**config.mk**
```make
export PLATFORM = sky130hd
export DESIGN_NAME = ile_ram
export DESIGN_NICKNAME = d
export VERILOG_FILES = /design/src/ile_ram.sv
export SDC_FILE = /design/constraint.sdc
export NUM_CORES = 1
export LEC_CHECK = 0
export BUFFER_PORTS_ARGS = -buffer_cell sky130_fd_sc_hd__buf_4
export CAP_MARGIN = 30
export CELL_PAD_IN_SITES_DETAIL_PLACEMENT = 0
export CELL_PAD_IN_SITES_GLOBAL_PLACEMENT = 2
export CORE_MARGIN = 5
export CORE_UTILIZATION = 45
export DETAILED_ROUTE_END_ITERATION = 8
export GPL_TIMING_DRIVEN = 0
export PLACE_DENSITY = 0.73
export SLEW_MARGIN = 20
export SYNTH_ARGS = -nofsm -noshare
export SYNTH_HDL_FRONTEND = slang
export SYNTH_SLANG_ARGS = --single-unit
```
**constraint.sdc**
```tcl
create_clock -name clk_i -period 5.15 [get_ports clk_i]
set_clock_uncertainty 0.15 [all_clocks]
set_input_delay 1.03 -clock clk_i [delete_from_list [all_inputs] [get_ports clk_i]]
set_output_delay 1.03 -clock clk_i [all_outputs]
set_load 0.02 [all_outputs]
```
**src/ile_ram.sv**
```systemverilog
module ile_ram #(
  parameter int unsigned WIDTH = 32,
  parameter int unsigned DEPTH = 16
) (
  input  logic                     clk_i,
  input  logic                     we_i,
  input  logic [$clog2(DEPTH)-1:0] waddr_i,
  input  logic [WIDTH-1:0]         wdata_i,
  input  logic                     re_i,
  input  logic [$clog2(DEPTH)-1:0] raddr_i,
  output logic [WIDTH-1:0]         rdata_o
);

  logic [WIDTH-1:0] mem_q [DEPTH];
  logic [WIDTH-1:0] rdata_q;

  always_ff @(posedge clk_i) begin
    if (we_i) begin
      mem_q[waddr_i] <= wdata_i;
    end
    if (re_i) begin
      rdata_q <= mem_q[raddr_i];
    end
  end

  assign rdata_o = rdata_q;

endmodule

```
# Word level (Yosys, flattened, before mapping)
# Memory sizes are Yosys's and may differ from the RTL's. A register that Yosys moved wholly into a read port is not among the register bits.
# Index checks and enable logic that the tools add are counted.
[classes]
muxes = 2
[ops]
columns = ["operator", "n"]
rows = [
  ["$mux 1", 2],
]
[totals]
elab_cells = 3
out_inout_bits = 32
in_bits = 43
regBits = 0
ram_bits = 512
n_memories = 1
[memory_table]
columns = ["name", "depth", "word_bits", "rd", "rd_clocked_by_memory_dff", "write_ports", "line", "source"]
rows = [
  ["mem_q", 16, 32, 1, 1, 1, "14", "logic [WIDTH-1:0] mem_q [DEPTH];"],
]

# Longest topological paths before layout
[depth]
ltp_word = 2
mapped_depth = 5
depth_no_buf = 3

# Worst setup path before layout
# OpenSTA, ideal clock, no wires.
[synth_path]
kind = "input to register"
from = "input port waddr_i[2]"
to = "memory mem_q[0][0] (enable)"
t_arrival_ns = 3.748
path_buffers = 0
path_slack_ns = 0.790
required_time_ns = 4.539
setup_ns = 0.461
path_stages = 2
path_cell_list = "or3b_2 nor3_1"
[synth_rtl]
columns = ["element", "line", "source"]
rows = [
  ["start, declared", "7", "input logic [$clog2(DEPTH)-1:0] waddr_i,"],
  ["end, declared", "14", ""],
]
# Straight into the memory's write port.

# Worst setup path after layout
[layout_path]
from = "input port waddr_i[2]"
to = "memory mem_q[0][7] (enable)"
# Straight into the memory's write port.

==> impl_metrics.json <==
{
  "cts_made_buffers": 55,
  "worstMarginPinSlew_ns": 0.994,
  "synth_area_per_cell_sq_um": 24.1,
  "die_y_um": 222,
  "p_total_mw": 9.51,
  "r2r-end": "rdata_o[19]",
  "synth-seq-cells": 544,
  "reg2reg_depth": 3,
  "synth_edf_count": 544,
  "cap_violations": 0,
  "avgViaCountPerCell": 5.70,
  "drc": 0,
  "clk_path_buf_depth": 3,
  "ys_dominant_reg_cell": "edfxtp_1",
  "drive_gt1_frac": 0.332,
  "final-setup-viol-count": 0,
  "reg2reg_from": "mem_q[10][19]",
  "clockRootBuffer": "clkbuf_16",
  "critPathMaxStageDelay_ns": 0.59,
  "r2r_slack_ns": 3.51,
  "clock_latency_ns": 0.59,
  "crit_chain": "buf_4, or3b_2, nor3_2, buf_4, buf_4, buf_4",
  "firstDrtPassIters": 5,
  "die_area_sq_um": 49200,
  "synth_area_sq_um": 20200,
  "synth.most_common_cell": "edfxtp_1",
  "fp-row-count": 77,
  "critPathCapture": "mem_q[0][7]",
  "hold_viol_final": 0,
  "cts_hold_buf": 0,
  "rsz0062_at_grt": "false",
  "routed_wl_mm": 44.3,
  "antenna_found_initial": 3,
  "synth.area.top_cells": "edfxtp_1, mux4_2, a22oi_1, nand2_1, buf_4",
  "criticalPathCategory": "in2reg",
  "cts_sinks": 544,
  "max-vdd-ir-drop_mv": 0.217,
  "regArea_sq_um": 16300,
  "worst-path-stages": 6,
  "crit_buf_inv": 4,
  "worstPathArrival_ns": 2.93,
  "p_leak_nw": 7.72,
  "worstSetupStartpointType": "primary input",
  "startpoint": "waddr_i[2]",
  "tritoncts": "yes",
  "dp.final_hpwl_mm": 27.7,
  "synth.yosys.seq_area_share": 0.810,
  "slowest_stage": "or3b_2",
  "power_density_nw_per_um2": 396,
  "die_w_um": 222,
  "fmax_mhz": 359,
  "async_flop_share": 0,
  "route.detailed.wl_per_inst_um": 27.0,
  "initial_utilization": 0.455,
  "crit_path_end_kind": "flip-flop",
  "multi_input_area_sq_um": 3730,
  "outcome": "finished clean",
  "cts_resized": 0,
  "min_path_cells": 1,
  "diodes": 0,
  "routabilityCongestion": 0.695,
  "fin_crit_ns": 2.79,
  "hold_start": "wdata_i[23]",
  "clk_pin_slew_ns": 0.06,
  "hp-class": "in2reg",
  "ant_nets": 0,
  "vias": 9340,
  "syn_inst": 838,
  "port_buffers": 72,
  "yosysWarnings": 0,
  "grt_pass1_wl_mm": 65.5,
  "synth.top_cell.area_share": 0.810,
  "core_sq_um": 44300,
  "syn-num-nets": 881,
  "htree_levels": 2,
  "ios": 75,
  "drv_slew": 0,
  "worstPathRequired_ns": 5.29,
  "crit_fanout": 7,
  "track_usage": 0.181,
  "area_growth_pct": 19.1,
  "ys_top_cells_by_count": "edfxtp_1, mux4_2, a22oi_1, nand2_1, clkbuf_1",
  "grt-ovfl-total": 0,
  "yosysTopAreaCell": "edfxtp_1",
  "fill_cells": 3394,
  "post-route-period-util": 0.541,
  "num-nets-final": 1050,
  "post_cts_buffers": 0,
  "grt_start_max_net_pins": 33,
  "drt_iter0_drc": 838,
  "grt_pass1_vias": 9716,
  "critPathTopFamily": "simple AND/OR/NAND/NOR gates",
  "whs_ns": 0.588,
  "relSlewSlack": 0.338,
  "synth_cell_type_count": 17,
  "worst_path_most_repeated_cell": "buf_4"
}
[logic make-up after synthesis]
group	Yosys count	share of synthesized area
simple gates	59	0.0125
mux	128	0.143
buf+inv	43	0.0110
compound gates	64	0.0238
flops	544	0.810
[power by group]
group	switching (mW)	internal (mW)
Combinational	0.295	0.209
Clock	1.59	2.40
Sequential	0.0230	4.99
[flip-flops by register name, summed over array words and instances, names as in the netlist]
signal / flops
rdata_o: 32
mem_q: 512
[routing by layer]
layer,vias up,share of wire,global-route usage
met5,-,0.0011,0
met4,6,0.018,0.0376
met3,69,0.072,0.0432
met2,328,0.46,0.273
met1,4988,0.45,0.275
li1,3949,-,-
[worst min-delay path by stage]
stage,endpoint,slack (ns)
final,mem_q[13][23],0.59
after global routing,mem_q[15][23],0.57
after CTS,mem_q[13][23],0.55
after detailed placement,rdata_o[2],0.58
after global placement,rdata_o[2],0.57
after floorplan,rdata_o[0],0.56
[per-stage QoR]
stage	cells	TNS [ns]	setup WS [ns]	util	cell area, sq um
2_1_floorplan	838	0	0.790	-	20200
3_3_place_gp	1502	-274.73	-2.22	0.484	21500
3_5_place_dp	1542	0	1.75	0.501	22200
4_1_cts	1639	0	2.38	0.542	24000
5_1_grt	1639	0	2.31	0.542	24000
6_report	1639	0	2.36	0.542	24000
[cells in the final DEF (no fill, tap or decap)]
master and n:
buf_4 103, a22oi_1 64, nor2b_1 2, nand2_1 33
clkbuf_1 24, clkinv_4 2, and2_1 1, nand3b_1 2
clkbuf_16 57, mux4_2 128, buf_6 2, nand2b_1 2
clkinvlp_4 1, edfxtp_1 544, buf_16 14, buf_1 9
bufinv_16 8, buf_2 4, nor2_1 1, clkinv_1 16
clkinv_2 6, nor2_4 12, or3b_2 1, nand3_1 1
nor3_2 4, buf_12 6
[area by class of cell]
cell class              count  area share
plain buffers              43     0.00927
clock inverters            33      0.0148
multi-input cells         251       0.155
well taps                 592      0.0308
clock buffers              64      0.0605
flip-flops and latches    544       0.680
repair buffers            112      0.0498
Note: power is estimated with default switching activity, not from simulation.
